==> src/prescaled_compare_timer_unit_macros.svh <==
// Assertion macros shared by the timer RTL.
`ifndef PRESCALED_COMPARE_TIMER_UNIT_MACROS_SVH
`define PRESCALED_COMPARE_TIMER_UNIT_MACROS_SVH

// Same-cycle implication, checked on every rising edge outside reset.
`define PCT_ASSERT_NOW(lbl, ante, cons, msg) \
  lbl: assert property (@(posedge clk) disable iff (rst) (ante) |-> (cons)) else $error(msg);

// Next-cycle implication, checked on every rising edge outside reset.
`define PCT_ASSERT_NEXT(lbl, ante, cons, msg) \
  lbl: assert property (@(posedge clk) disable iff (rst) (ante) |=> (cons)) else $error(msg);

`endif

==> src/pct_pkg.sv <==
// Types and constants for the prescaled compare timer.
`default_nettype none
package pct_pkg;

  localparam int unsigned DataW     = 32;
  localparam int unsigned DivW      = 12;
  localparam int unsigned FlagPortW = 4;
  localparam int unsigned IdxW      = 3;
  localparam int unsigned ActW      = 2;
  localparam int unsigned UserW     = ActW + IdxW;
  localparam int unsigned OutW      = 40;
  localparam int unsigned AddrW     = 3;

  typedef enum logic [ActW-1:0] {
    ACT_TICK  = 2'd0,
    ACT_READ  = 2'd1,
    ACT_WRITE = 2'd2,
    ACT_NOP   = 2'd3
  } action_t;

  typedef logic [IdxW-1:0] reg_idx_t;
  localparam reg_idx_t REG_STATUS = 3'd0;
  localparam reg_idx_t REG_IRQ_EN = 3'd1;
  localparam reg_idx_t REG_COUNT  = 3'd2;
  localparam reg_idx_t REG_CMP0   = 3'd3;

  // Configuration register indexes (paddr[2]).
  localparam logic CFG_DIVISOR = 1'b0;
  localparam logic CFG_ENABLE  = 1'b1;

endpackage
`default_nettype wire

==> src/prescaled_compare_timer_unit.sv <==
// Prescaled 32-bit compare timer: item processing, result register and config port.
//
//  channel   direction  payload (low bit first)
//  s_*       in         tuser: action[1:0], reg_index[4:2]; tdata: write_data[31:0]
//  m_*       out        tdata: read_data[31:0], flag_bits[35:32], irq_out[36], zero[39:37]
//  apb       in/out     paddr[2] selects divisor (0x0) or enable (0x4)
//
// The state registers and the result register are both loaded at the accepting edge,
// so one beat a cycle is taken while the result is drained.
// The input stalls only while a result waits and m_tready is low.
// rst clears the counter, prescaler, compare values, flags, enables and configuration.
// Configuration writes take effect at the APB access edge.
`default_nettype none
module prescaled_compare_timer_unit #(
  parameter int unsigned NUM_COMPARE   = 3,
  parameter int unsigned PRESCALE_BITS = 12
) (
  input  wire logic                       clk,
  input  wire logic                       rst,
  input  wire logic                       s_tvalid,
  output logic                            s_tready,
  input  wire logic [pct_pkg::DataW-1:0]  s_tdata,   // write_data
  input  wire logic [pct_pkg::UserW-1:0]  s_tuser,   // action, reg_index
  output logic                            m_tvalid,
  input  wire logic                       m_tready,
  output logic [pct_pkg::OutW-1:0]        m_tdata,   // read_data, flag_bits, irq_out
  input  wire logic                       psel,
  input  wire logic                       penable,
  input  wire logic                       pwrite,
  input  wire logic [pct_pkg::AddrW-1:0]  paddr,
  input  wire logic [31:0]                pwdata,
  output logic [31:0]                     prdata,
  output logic                            pready
);
  import pct_pkg::*;

  localparam int unsigned FlagW = NUM_COMPARE + 1;

  logic [DivW-1:0]          divisor;
  logic                     timer_enable;
  logic [PRESCALE_BITS-1:0] prescale_count, prescale_count_next;
  logic [DataW-1:0]         count_value, count_value_next;
  logic [DataW-1:0]         compare_values [NUM_COMPARE];
  logic [FlagW-1:0]         status_flags, status_flags_next;
  logic [FlagW-1:0]         enable_mask, enable_mask_next;
  logic [DataW-1:0]         read_data;
  logic [FlagPortW-1:0]     flag_out;
  logic [15:0]              div_wide;
  logic [PRESCALE_BITS-1:0] div_eff;
  logic                     s_fire, is_tick, is_write, cfg_wr;
  action_t                  action;
  reg_idx_t                 reg_index;
  logic [DataW-1:0]         write_data;

  assign action     = action_t'(s_tuser[ActW-1:0]);
  assign reg_index  = s_tuser[UserW-1:ActW];
  assign write_data = s_tdata;

  assign s_tready = !m_tvalid || m_tready;
  assign s_fire   = s_tvalid && s_tready;
  assign is_tick  = s_fire && (action == ACT_TICK);
  assign is_write = s_fire && (action == ACT_WRITE);

  // Divisor is kept at 12 bits; only the low PRESCALE_BITS take part.
  assign div_wide = {{(16 - DivW){1'b0}}, divisor};
  assign div_eff  = div_wide[PRESCALE_BITS-1:0];

  always_comb begin
    prescale_count_next = prescale_count;
    count_value_next    = count_value;
    status_flags_next   = status_flags;
    enable_mask_next    = enable_mask;
    read_data           = '0;
    case (action)
      ACT_TICK: begin
        if (timer_enable) begin
          if (prescale_count >= div_eff) begin
            prescale_count_next = '0;
            count_value_next    = count_value + 32'd1;
            if (count_value == '1) begin
              status_flags_next[0] = 1'b1;
            end
            for (int ch = 0; ch < int'(NUM_COMPARE); ch++) begin
              if (count_value_next == compare_values[ch]) begin
                status_flags_next[ch+1] = 1'b1;
              end
            end
          end else begin
            prescale_count_next = prescale_count + PRESCALE_BITS'(1);
          end
        end
      end
      ACT_READ: begin
        if (reg_index == REG_STATUS) begin
          read_data[FlagW-1:0] = status_flags;
        end else if (reg_index == REG_IRQ_EN) begin
          read_data[FlagW-1:0] = enable_mask;
        end else if (reg_index == REG_COUNT) begin
          read_data = count_value;
        end
        for (int ch = 0; ch < int'(NUM_COMPARE); ch++) begin
          if (reg_index == IdxW'(int'(REG_CMP0) + ch)) begin
            read_data = compare_values[ch];
          end
        end
      end
      ACT_WRITE: begin
        if (reg_index == REG_STATUS) begin
          status_flags_next = status_flags & ~write_data[FlagW-1:0];
        end else if (reg_index == REG_IRQ_EN) begin
          enable_mask_next = write_data[FlagW-1:0];
        end
      end
      default: begin
      end
    endcase
  end

  always_comb begin
    flag_out            = '0;
    flag_out[FlagW-1:0] = status_flags_next;
  end

  always_ff @(posedge clk) begin
    if (rst) begin
      prescale_count <= '0;
      count_value    <= '0;
      status_flags   <= '0;
      enable_mask    <= '0;
      for (int ch = 0; ch < int'(NUM_COMPARE); ch++) begin
        compare_values[ch] <= '0;
      end
    end else if (s_fire) begin
      prescale_count <= prescale_count_next;
      count_value    <= count_value_next;
      status_flags   <= status_flags_next;
      enable_mask    <= enable_mask_next;
      for (int ch = 0; ch < int'(NUM_COMPARE); ch++) begin
        if (is_write && reg_index == IdxW'(int'(REG_CMP0) + ch)) begin
          compare_values[ch] <= write_data;
        end
      end
    end
  end

  // Result register; it follows the state written at the same edge.
  always_ff @(posedge clk) begin
    if (rst) begin
      m_tvalid <= 1'b0;
    end else if (s_fire) begin
      m_tvalid <= 1'b1;
    end else if (m_tready) begin
      m_tvalid <= 1'b0;
    end
  end

  always_ff @(posedge clk) begin
    if (s_fire) begin
      m_tdata <= {3'b000, |(status_flags_next & enable_mask_next), flag_out, read_data};
    end
  end

  // APB configuration port.
  assign pready = 1'b1;
  assign cfg_wr = psel && penable && pwrite && pready;

  always_ff @(posedge clk) begin
    if (rst) begin
      divisor      <= '0;
      timer_enable <= 1'b0;
    end else if (cfg_wr) begin
      if (paddr[2] == CFG_DIVISOR) begin
        divisor <= pwdata[DivW-1:0];
      end else begin
        timer_enable <= pwdata[0];
      end
    end
  end

  always_comb begin
    prdata = '0;
    if (paddr[2] == CFG_ENABLE) begin
      prdata[0] = timer_enable;
    end else begin
      prdata[DivW-1:0] = divisor;
    end
  end

`include "prescaled_compare_timer_unit_macros.svh"

  `PCT_ASSERT_NEXT(a_disabled_tick_holds, is_tick && !timer_enable && !cfg_wr, $stable(count_value) && $stable(prescale_count), "disabled tick moved the timer")
  `PCT_ASSERT_NEXT(a_count_only_on_tick, !is_tick, $stable(count_value), "counter moved without a tick")
  `PCT_ASSERT_NOW(a_result_tracks_flags, m_tvalid, m_tdata[32 +: FlagW] == status_flags && m_tdata[36] == |(status_flags & enable_mask), "waiting result disagrees with flags")

endmodule
`default_nettype wire

==> config.mk <==
export PLATFORM = sky130hd
export DESIGN_NAME = prescaled_compare_timer_unit
export DESIGN_NICKNAME = d
export VERILOG_FILES = /design/src/pct_pkg.sv /design/src/prescaled_compare_timer_unit.sv
export VERILOG_INCLUDE_DIRS = /design/src /design/src/src
export SDC_FILE = /design/constraint.sdc
export NUM_CORES = 1
export LEC_CHECK = 0
export ABC_CLOCK_PERIOD_IN_PS = 4100
export BUFFER_PORTS_ARGS = -buffer_cell sky130_fd_sc_hd__buf_2
export CORE_UTILIZATION = 40
export CTS_BUF_LIST = sky130_fd_sc_hd__clkbuf_8
export DETAILED_ROUTE_END_ITERATION = 8
export HOLD_SLACK_MARGIN = 0.12
export SYNTH_ARGS = -nofsm -noshare
export SYNTH_HDL_FRONTEND = slang
export SYNTH_SLANG_ARGS = --single-unit
export TNS_END_PERCENT = 5
==> constraint.sdc <==
create_clock -name clk -period 4.1 [get_ports clk]
set_input_delay 0.205 -clock clk [delete_from_list [all_inputs] [get_ports clk]]
set_output_delay 0.205 -clock clk [all_outputs]
set_load 0.01 [all_outputs]
# [Word level (Yosys, flattened, before mapping)]
# Memory sizes are Yosys's and may differ from the RTL's.
# Cells that the tools add are included.
[totals] word_cells=89 ramBits=96 n_memories=1 out_inout_bits=75 regBits=103
[classes] n_lt_le_gt_ge=1 n_eq_ne=11 bitwise_logic=7 addsub=2 n_mux=41 n_reduce_logical=17
[mem_list] memory="compare_values" words=3 width=32 rd=3 rd_clocked_by_memory_dff=0 wr=3 line_no="prescaled_compare_timer_unit.sv:43" source="logic [DataW-1:0] compare_values [NUM_COMPARE];"
[ops] op="32-bit 2-to-1 mux" count=7
[ops] op="32-bit equality test" count=3
[ops] op="28-bit 2-to-1 mux" count=2
[ops] op="32-bit by 1-bit adder with 32-bit output, second input constant" count=1
[ops] op="32-bit equality test, second input constant" count=1
[ops] op="4-bit 2-to-1 mux" count=8
[ops] op="1-bit 2-to-1 mux" count=21
[ops] op="12-bit by 1-bit adder with 12-bit output, second input constant" count=1
[ops] op="12-bit greater-or-equal comparator" count=1
[ops] op="12-bit 2-to-1 mux" count=1
[ops] op="11-bit 2-to-1 mux" count=1
[ops] op="4-bit bitwise AND" count=2
[ops] op="4-bit one-hot mux with 2 select lines" count=1
[ops] op="1-bit logical AND" count=7
[ops] op="3-bit by 2-bit equality test with 1-bit output, second input constant" count=2
[ops] op="3-bit equality test, second input constant" count=2
[ops] op="4-bit inverter" count=1
[ops] op="2-bit AND reduction" count=2
[ops] op="4-bit AND reduction" count=1
[ops] op="4-bit OR reduction" count=1
[ops] op="3-bit by 1-bit equality test with 1-bit output, second input constant" count=1
[ops] op="3-bit logical NOT" count=1
[ops] op="1-bit OR" count=3
[ops] op="3-bit AND reduction" count=1
[ops] op="7 further kinds" count=7

# [Longest topological paths before layout]
# Gate-level depths: netlist of the first run.
[depth] depth_word=10 ltp_mapped=12

# [Least setup slack after synthesis of the first run]
# Ideal clock, no wire load.
[synth_path] path_kind="flip-flop to flip-flop" from="register count_value[1]" to="register m_tdata[36] (netlist name), data pin" stages_incl_launch_ff=11 setup_time_ps=135 period_less_slack_ps=3189 path_slack_ps=911 arrival_ps=3053 t_required_ps=3965 path_buffers=1 cell_sequence="dfxtp_1 > ha_1 > nand3_4 > nor4_1 > clkbuf_1 > nand4_1 > xnor2_1 > a2111oi_0 > nand4_1 > or4_1 > nand3_1"
[synth_between] elab_chain_cells=8 elab_cells_between_ends=14
[synth_rtl] item="start, declared" line_no="prescaled_compare_timer_unit.sv:42" source="logic [DataW-1:0] count_value, count_value_next;"
[synth_rtl] item="start signal, assigned" line_no="prescaled_compare_timer_unit.sv:135" source="count_value <= count_value_next;"
[synth_rtl] item="32-bit by 1-bit adder with 32-bit output" line_no="prescaled_compare_timer_unit.sv:79" source="count_value_next = count_value + 32'd1;"
[synth_rtl] item="32-bit equality test" line_no="prescaled_compare_timer_unit.sv:84" source="if (count_value_next == compare_values[ch]) begin"
[synth_rtl] item="1-bit 2-to-1 mux" line_no="prescaled_compare_timer_unit.sv:84"
[synth_rtl] item="4-bit 2-to-1 mux *" line_no="prescaled_compare_timer_unit.sv:77" source="if (prescale_count >= div_eff) begin"
[synth_rtl] item="4-bit 2-to-1 mux *" line_no="prescaled_compare_timer_unit.sv:76" source="if (timer_enable) begin"
[synth_rtl] item="4-bit one-hot mux with 2 select lines *" line_no="prescaled_compare_timer_unit.sv:74" source="case (action)"
[synth_rtl] item="4-bit bitwise AND *" line_no="prescaled_compare_timer_unit.sv:159" source="m_tdata <= {3'b000, |(status_flags_next & enable_mask_next), flag_out, read_data};"
[synth_rtl] item="4-bit OR reduction *" line_no="prescaled_compare_timer_unit.sv:159"
[synth_rtl] item="end signal, assigned" line_no="prescaled_compare_timer_unit.sv:159"
[synth_rtl] item="end, declared" line_no="prescaled_compare_timer_unit.sv:26" source="output logic [pct_pkg::OutW-1:0] m_tdata,"
# Mark *: on every way between the ends. The rest lies on a longest branch, timed or not.
# A chain may end at the register's enable or synchronous reset.

# [Worst setup path after layout of the first run]
# Same ends and word-level chain as after synthesis.

==> impl_metrics.prom, run 1 <==
# TYPE chip_impl_metric gauge
chip_impl_info{name="outcome",value="complete, no violations"} 1
chip_impl_metric{name="num-nets-final",unit=""} 1403
chip_impl_metric{name="synth.yosys.seq_area_share",unit="%"} 46.40
chip_impl_metric{name="timing.final.setup_violations",unit=""} 0
chip_impl_metric{name="dp_hpwl",unit="µm"} 24930
chip_impl_metric{name="layout.cells.non_filler",unit=""} 1701
chip_impl_metric{name="number_of_levels_the_h_tree_was_split_into",unit=""} 4
chip_impl_metric{name="r2r.worst_path.cells",unit=""} 10
chip_impl_metric{name="worst_clock_skew",unit="ns"} 0.01891
chip_impl_info{name="yosys.cell_count.top_type",value="edfxtp_1"} 1
chip_impl_metric{name="met3_usage",unit="%"} 3.267
chip_impl_metric{name="finalWeightedCongestion",unit=""} 0.9405
chip_impl_info{name="crit_path_start_kind",value="flip-flop"} 1
chip_impl_metric{name="route.detailed.wl_per_inst",unit="µm"} 20.14
chip_impl_metric{name="timing.final.ws_setup",unit="ns"} 0.2175
chip_impl_metric{name="post_placement_worst_setup_slack",unit="ns"} 0.3009
chip_impl_metric{name="slew-limit-headroom",unit="%"} 10.60
chip_impl_metric{name="design.die.area",unit="µm²"} 29320
chip_impl_metric{name="std_cell_rows",unit=""} 61
chip_impl_info{name="whs_endpoint",value="div_eff[4]"} 1
chip_impl_metric{name="die_y",unit="µm"} 171.2
chip_impl_metric{name="grt.met2_usage",unit="%"} 39.78
chip_impl_metric{name="die_width",unit="µm"} 171.2
chip_impl_metric{name="avgSynthCellArea",unit="µm²"} 9.892
chip_impl_metric{name="grt_start_max_net_pins",unit=""} 42
chip_impl_metric{name="slew_violations",unit=""} 0
chip_impl_metric{name="ioPinCount",unit=""} 154
chip_impl_metric{name="overflow_left_after_global_routing",unit=""} 0
chip_impl_info{name="netlist.top_cell.by_area",value="edfxtp_1"} 1
chip_impl_info{name="criticalPathCategory",value="flip-flop to flip-flop"} 1
chip_impl_metric{name="diodes",unit=""} 0
chip_impl_metric{name="first_iter_violations",unit=""} 701
chip_impl_metric{name="grt_pass1_vias",unit=""} 8937
chip_impl_metric{name="clk_sinks",unit=""} 199
chip_impl_metric{name="global_route_wire_length_before_repair",unit="µm"} 52920
chip_impl_metric{name="final_design_area_no_fill",unit="µm²"} 13270
chip_impl_metric{name="timing.critical_path.arrival",unit="ns"} 4.26
chip_impl_metric{name="max-clock-path-buffers",unit=""} 2
chip_impl_metric{name="finalWirelength",unit="µm"} 34250
chip_impl_metric{name="asyncSetResetFlopFracSynth",unit="%"} 0
chip_impl_metric{name="netlist_instances",unit=""} 1158
chip_impl_info{name="synth.top_cells.by_count",value="133 x edfxtp_1, 120 x nor2_1, 98 x xnor2_1"} 1
chip_impl_metric{name="clk-insertion-delay-late",unit="ns"} 0.51
chip_impl_metric{name="cts_hold_repair.buffers",unit=""} 62
chip_impl_metric{name="remaining_routing_drc_violations",unit=""} 0
chip_impl_metric{name="synth_edf_count",unit=""} 133
chip_impl_info{name="regToRegEndpoint",value="m_tdata[36]"} 1
chip_impl_metric{name="post_cts_resized",unit=""} 0
chip_impl_metric{name="dr_total_vias",unit=""} 9232
chip_impl_metric{name="yosysUniqueCellTypes",unit=""} 81
chip_impl_metric{name="synth.cell_area",unit="µm²"} 11450
chip_impl_info{name="hold_start",value="rst"} 1
chip_impl_metric{name="hold_violations",unit=""} 0
chip_impl_metric{name="area_delta_synth_final",unit="%"} 15.87
chip_impl_metric{name="post_drt_via_cell_ratio",unit=""} 5.427
chip_impl_info{name="rsz0062_at_grt",value="false"} 1
chip_impl_info{name="grt.busiest_layer",value="met2"} 1
chip_impl_metric{name="postSynthRegisterBits",unit=""} 199
chip_impl_metric{name="timing.reg2reg.setup_slack",unit="ns"} 0.22
chip_impl_metric{name="worst-slew-pin-transition",unit="ns"} 1.335
chip_impl_metric{name="achievable-frequency",unit="GHz"} 0.2576
chip_impl_info{name="dominantRegCellSynth",value="edfxtp_1"} 1
chip_impl_metric{name="powerDensity",unit="nW/µm²"} 286.0
chip_impl_metric{name="min_period_over_period",unit="%"} 94.70
chip_impl_metric{name="ir_worst_vdd",unit="mV"} 0.3099
chip_impl_metric{name="tns",unit="ns"} 0
chip_impl_metric{name="leakage",unit="nW"} 4.910
chip_impl_info{name="r2r-start",value="count_value[1]"} 1
chip_impl_metric{name="gr-usage-all-layers",unit="%"} 24.14
chip_impl_metric{name="core",unit="µm²"} 28010
chip_impl_metric{name="place_area",unit="µm²"} 12300
chip_impl_info{name="cts_tree",value="done"} 1
chip_impl_metric{name="critPathMaxFanout",unit=""} 10
chip_impl_metric{name="layout-drive-gt1-share",unit="%"} 16.10
chip_impl_info{name="cp-end-kind",value="flip-flop"} 1
chip_impl_info{name="hold_class",value="input port to flip-flop"} 1
chip_impl_metric{name="port_buf_inserts",unit=""} 107
chip_impl_metric{name="initial_utilization",unit="%"} 40.89
chip_impl_metric{name="critical_path_required",unit="ns"} 4.48
chip_impl_metric{name="hold_depth",unit=""} 2
chip_impl_metric{name="yosys_warnings",unit=""} 0
chip_impl_metric{name="synth_top_cell_area_share",unit="%"} 34.87
chip_impl_metric{name="cts_made_buffers",unit=""} 17
chip_impl_info{name="ys_top_cells_by_area",value="edfxtp_1 35%, dfxtp_1 12%, xnor2_1 7.5%"} 1
chip_impl_info{name="ctsRootBufferMaster",value="clkbuf_8"} 1
chip_impl_metric{name="period_minus_slack",unit="ns"} 3.883
chip_impl_metric{name="clkSlewWorstSetupHoldPaths",unit="ns"} 0.12
chip_impl_metric{name="placedCellCount",unit=""} 1607
chip_impl_metric{name="detail_route.first_pass.iterations",unit=""} 5
chip_impl_metric{name="met1_usage",unit="%"} 33.15
chip_impl_metric{name="postCtsSetupRepairBufs",unit=""} 0
chip_impl_metric{name="number_of_max_cap_violations",unit=""} 0
chip_impl_metric{name="antenna_left",unit=""} 0
chip_impl_metric{name="antenna_found_initial",unit=""} 0
==> where the power goes <==
group / switching, mW / total, mW / internal (mW)
combinational: 0.200 / 0.336 / 0.136
clock: 0.786 / 1.22 / 0.434
sequential: 0.0436 / 2.24 / 2.20
==> cells in the final DEF (no fill, tap or decap), drive strengths merged, types with 10 or more instances in the layout <==
cell / count
xor2: 56
conb: 24
ha: 14
clkbuf: 17
dlygate4sd3: 62
nor2b: 11
nand3: 22
nor3: 27
o21ai: 32
buf: 146
nor2: 121
nand2: 95
and3: 17
dfxtp: 66
a21oi: 61
edfxtp: 133
xnor2: 98
nand4: 37
inv: 42
and2: 34
nand2b: 10
nor4: 16
a22oi: 56
==> stage by stage <==
stage / hold WS (ns) / util (%) / total power, mW
2_1_floorplan: 0.3345 / - / 2.462
3_3_place_gp: 0.4431 / 43.91 / 2.580
3_5_place_dp: 0.4494 / 43.91 / 2.584
4_1_cts: 0.1271 / 47.38 / 3.820
5_1_grt: 0.1454 / 47.38 / 3.923
6_report: 0.1479 / 47.38 / 3.795
==> routing by layer <==
metal	vias up	part of all wire [%]
met5	-	0
met4	0	1.7
met3	34	4.0
met2	245	48
met1	4529	47
li1	4424	-
==> cell type report <==
type                    instances  area [µm²]
fillers                      2706       14740
multi-input cells             851        5560
flip-flops and latches        199        5315
repair buffers                208        1449
well taps                     378       473.0
clock buffers                  17       234.0
inverters                      33       123.9
clock inverters                15       117.6
==> kinds of logic (layout without fill, tap and decap cells) <==
| family | Yosys count | count (layout) | synth area share, % |
|---|---|---|---|
| AND/OR/NAND/NOR | 422 | 422 | 18.96 |
| AO/OA/AOI/OAI | 219 | 219 | 12.67 |
| flip-flops | 199 | 199 | 46.40 |
| XOR/XNOR | 158 | 158 | 12.58 |
| buffers and inverters | 130 | 273 | 6.062 |
| adder cells (fa/ha/maj) | 14 | 14 | 1.529 |
| multiplexers | 14 | 14 | 1.726 |
| other | 2 | 24 | 0.06556 |
==> worst max-delay path, cell delays in order (launching register included) <==
cell and delay (ns):
dfxtp_1 0.44, ha_1 0.31, nand3_4 0.18, nor4_2 0.56, and4_1 0.33, xnor2_1 0.07
a2111oi_0 0.80, nor4b_1 0.42, nand4_1 0.25, a31o_2 0.32, nand3_1 0.07
==> worst max path at each step <==
stage,from,endpoint,cells past startpoint
2_1_floorplan,count_value[1],m_tdata[36],10
3_3_place_gp,count_value[3],m_tdata[36],10
3_5_place_dp,count_value[3],m_tdata[36],10
4_1_cts,count_value[3],m_tdata[36],10
5_1_grt,count_value[4],m_tdata[36],10
6_report,count_value[1],m_tdata[36],10
==> registers in the layout (all words and copies together) (netlist names) <==
signal,count
enable_mask,4
compare_values,96
m_tdata,37
timer_enable,1
m_tvalid,1
status_flags,4
div_eff,12
count_value,32
prescale_count,12
Power figures use the tool's default switching activity.
==> inputs of run 2 (changes only) <==
Settings changed: RECOVER_POWER set to 50.
==> run 2 against run 1 <==
Net effect: the flow now finishes with violations (capacitance limit, slew limit); combinational power is 3% lower; count of clock-buffer cells in the layout stayed put; utilization is 0.36 points lower; non-clock buffer count stayed put; clock skew hardly changed; sequential power hardly changed; sequential share of layout area is 0.30 points higher; total power is 0.37% lower; die area stayed put; largest cell class unchanged.
==> impl_metrics.prom, run 2 (synthesis gave the netlist of run 1 again) <==
# TYPE chip_impl_metric gauge
chip_impl_metric{name="finalWirelength",unit="µm"} 34280
chip_impl_info{name="hold_class",value="input port to flip-flop"} 1
chip_impl_metric{name="grt_pass1_vias",unit=""} 8937
chip_impl_metric{name="report.power.total",unit="mW"} 3.781
chip_impl_metric{name="postCtsSetupRepairBufs",unit=""} 0
chip_impl_info{name="criticalPathCategory",value="flip-flop to flip-flop"} 1
chip_impl_metric{name="critPathMaxFanout",unit=""} 11
chip_impl_metric{name="first_iter_violations",unit=""} 662
chip_impl_info{name="cts_tree",value="done"} 1
chip_impl_metric{name="number_of_levels_the_h_tree_was_split_into",unit=""} 4
chip_impl_metric{name="remaining_routing_drc_violations",unit=""} 0
chip_impl_info{name="most_common_cell_after_layout_fill_and_taps_aside",value="edfxtp_1"} 1
chip_impl_metric{name="leakage",unit="nW"} 4.686
chip_impl_metric{name="slew-limit-headroom",unit="%"} -66.16
chip_impl_metric{name="timing.final.setup_violations",unit=""} 0
chip_impl_metric{name="design.die.area",unit="µm²"} 29320
chip_impl_metric{name="antenna_found_initial",unit=""} 0
chip_impl_info{name="registers.top_by_ff_count",value="compare_values"} 1
chip_impl_info{name="ctsRootBufferMaster",value="clkbuf_8"} 1
chip_impl_metric{name="finalWeightedCongestion",unit=""} 0.9405
chip_impl_metric{name="route.detailed.wl_per_inst",unit="µm"} 20.15
chip_impl_metric{name="num-nets-final",unit=""} 1403
chip_impl_metric{name="layout.cells.non_filler",unit=""} 1701
chip_impl_metric{name="number_of_max_cap_violations",unit=""} 3
chip_impl_metric{name="fillCellCount",unit=""} 2730
chip_impl_metric{name="min_period_over_period",unit="%"} 93.73
chip_impl_metric{name="std_cell_rows",unit=""} 61
chip_impl_metric{name="achievable-frequency",unit="GHz"} 0.2602
chip_impl_metric{name="worst_clock_skew",unit="ns"} 0.01903
chip_impl_metric{name="cts_made_buffers",unit=""} 17
chip_impl_metric{name="ir_worst_vdd",unit="mV"} 0.3076
chip_impl_metric{name="ioPinCount",unit=""} 154
chip_impl_info{name="crit_path_start_kind",value="flip-flop"} 1
chip_impl_metric{name="post_placement_worst_setup_slack",unit="ns"} 0.3009
chip_impl_metric{name="timing.critical_path.arrival",unit="ns"} 4.22
chip_impl_metric{name="cts_hold_repair.buffers",unit=""} 62
chip_impl_metric{name="slew_violations",unit=""} 72
chip_impl_metric{name="area_delta_synth_final",unit="%"} 15.00
chip_impl_metric{name="hold_violations",unit=""} 0
chip_impl_metric{name="diodes",unit=""} 0
chip_impl_metric{name="tns",unit="ns"} 0
chip_impl_metric{name="port_buf_inserts",unit=""} 107
chip_impl_info{name="outcome",value="complete, but fails checks"} 1
chip_impl_metric{name="critical_path_required",unit="ns"} 4.48
chip_impl_metric{name="overflow_left_after_global_routing",unit=""} 0
chip_impl_metric{name="post_cts_resized",unit=""} 0
chip_impl_metric{name="period_minus_slack",unit="ns"} 3.843
chip_impl_info{name="cp-end-kind",value="flip-flop"} 1
chip_impl_metric{name="dr_total_vias",unit=""} 9287
chip_impl_info{name="rsz0062_at_grt",value="false"} 1
chip_impl_metric{name="die_y",unit="µm"} 171.2
chip_impl_metric{name="timing.final.ws_setup",unit="ns"} 0.2571
chip_impl_metric{name="antenna_left",unit=""} 0
chip_impl_metric{name="powerDensity",unit="nW/µm²"} 287.1
chip_impl_info{name="violated_checks",value="capacitance limit, slew limit"} 1
chip_impl_metric{name="initial_utilization",unit="%"} 40.89
chip_impl_metric{name="clk_sinks",unit=""} 199
chip_impl_metric{name="clk-insertion-delay-late",unit="ns"} 0.51
chip_impl_metric{name="grt_start_max_net_pins",unit=""} 42
chip_impl_metric{name="die_width",unit="µm"} 171.2
chip_impl_metric{name="dp_hpwl",unit="µm"} 24930
chip_impl_metric{name="largest_register_ffs",unit=""} 96
chip_impl_metric{name="layout-drive-gt1-share",unit="%"} 11.34
chip_impl_metric{name="detail_route.first_pass.iterations",unit=""} 5
chip_impl_metric{name="placedCellCount",unit=""} 1607
chip_impl_metric{name="post_drt_via_cell_ratio",unit=""} 5.460
chip_impl_metric{name="gr-usage-all-layers",unit="%"} 24.14
chip_impl_metric{name="core",unit="µm²"} 28010
chip_impl_metric{name="clkSlewWorstSetupHoldPaths",unit="ns"} 0.11
chip_impl_info{name="layout.cells.most_common_list",value="133 x edfxtp_1, 119 x nor2_1, 98 x xnor2_1, 93 x nand2_1, 66 x dfxtp_1"} 1
chip_impl_metric{name="max-clock-path-buffers",unit=""} 2
chip_impl_info{name="largest_registers_ranked_by_flip_flop_count",value="compare_values x96, m_tdata x37, count_value x32"} 1
chip_impl_metric{name="global_route_wire_length_before_repair",unit="µm"} 52920
chip_impl_metric{name="worst-slew-pin-transition",unit="ns"} 2.487
[run 2: cell count changes in the layout (fill, tap and decap cells not counted), sizes merged]
cell    delta
clkbuf    +60
buf       -60
[run 2: layout make-up]
class,instances,area (µm²),area share (%)
clock buffers,17,234.0,1.776
clock inverters,15,117.6,0.8929
inverters,33,123.9,0.9404
multi-input cells,851,5550,42.14
flip-flops and latches,199,5315,40.35
well taps,378,473.0,3.590
repair buffers,208,1359,10.32
[run 2: stage by stage]
| step | util (%) | cell area (µm²) | hold WS, ns |
|---|---|---|---|
| detailed placement | 43.91 | 12300 | 0.4494 |
| global route | 47.03 | 13170 | 0.1454 |
| global placement | 43.91 | 12300 | 0.4431 |
| CTS | 47.38 | 13270 | 0.1271 |
| floorplan | - | 11540 | 0.3345 |
| finish | 47.03 | 13170 | 0.1510 |
[run 2: where the power goes]
| part | leakage (nW) | internal (mW) | switching (mW) |
|---|---|---|---|
| clock | 0.178 | 0.434 | 0.780 |
| sequential | 1.93 | 2.20 | 0.0443 |
| combinational | 2.57 | 0.128 | 0.199 |
| total | 4.69 | 2.76 | 1.02 |
[run 2: worst paths after layout]
kind	startpoint	endpoint	slack, ns	cells past startpoint
worst min register to register	div_eff[4]	div_eff[4]	0.49	2
worst max register to register	count_value[3]	m_tdata[36]	0.26	9
worst max-delay path	count_value[3]	m_tdata[36]	0.26	9
worst min-delay path	s_tuser[0]	m_tdata[34]	0.15	3
[run 2: critical path: stages, from the launching register on]
cell,delay [ns]
dfxtp_1,0.69
nand3_4,0.25
nor4_2,0.54
and4_1,0.33
xnor2_1,0.08
a2111oi_0,0.76
nor4b_1,0.42
nand4_1,0.26
a31o_2,0.32
nand3_1,0.07
[run 2: layer usage]
| metal | GRT usage, % | vias up | wire [µm] |
|---|---|---|---|
| met4 | 6.677 | 0 | 628 |
| met3 | 3.267 | 40 | 1678 |
| met1 | 33.15 | 4538 | 15640 |
| li1 | - | 4421 | - |
| met5 | 0 | - | 0 |
| met2 | 39.78 | 288 | 16330 |
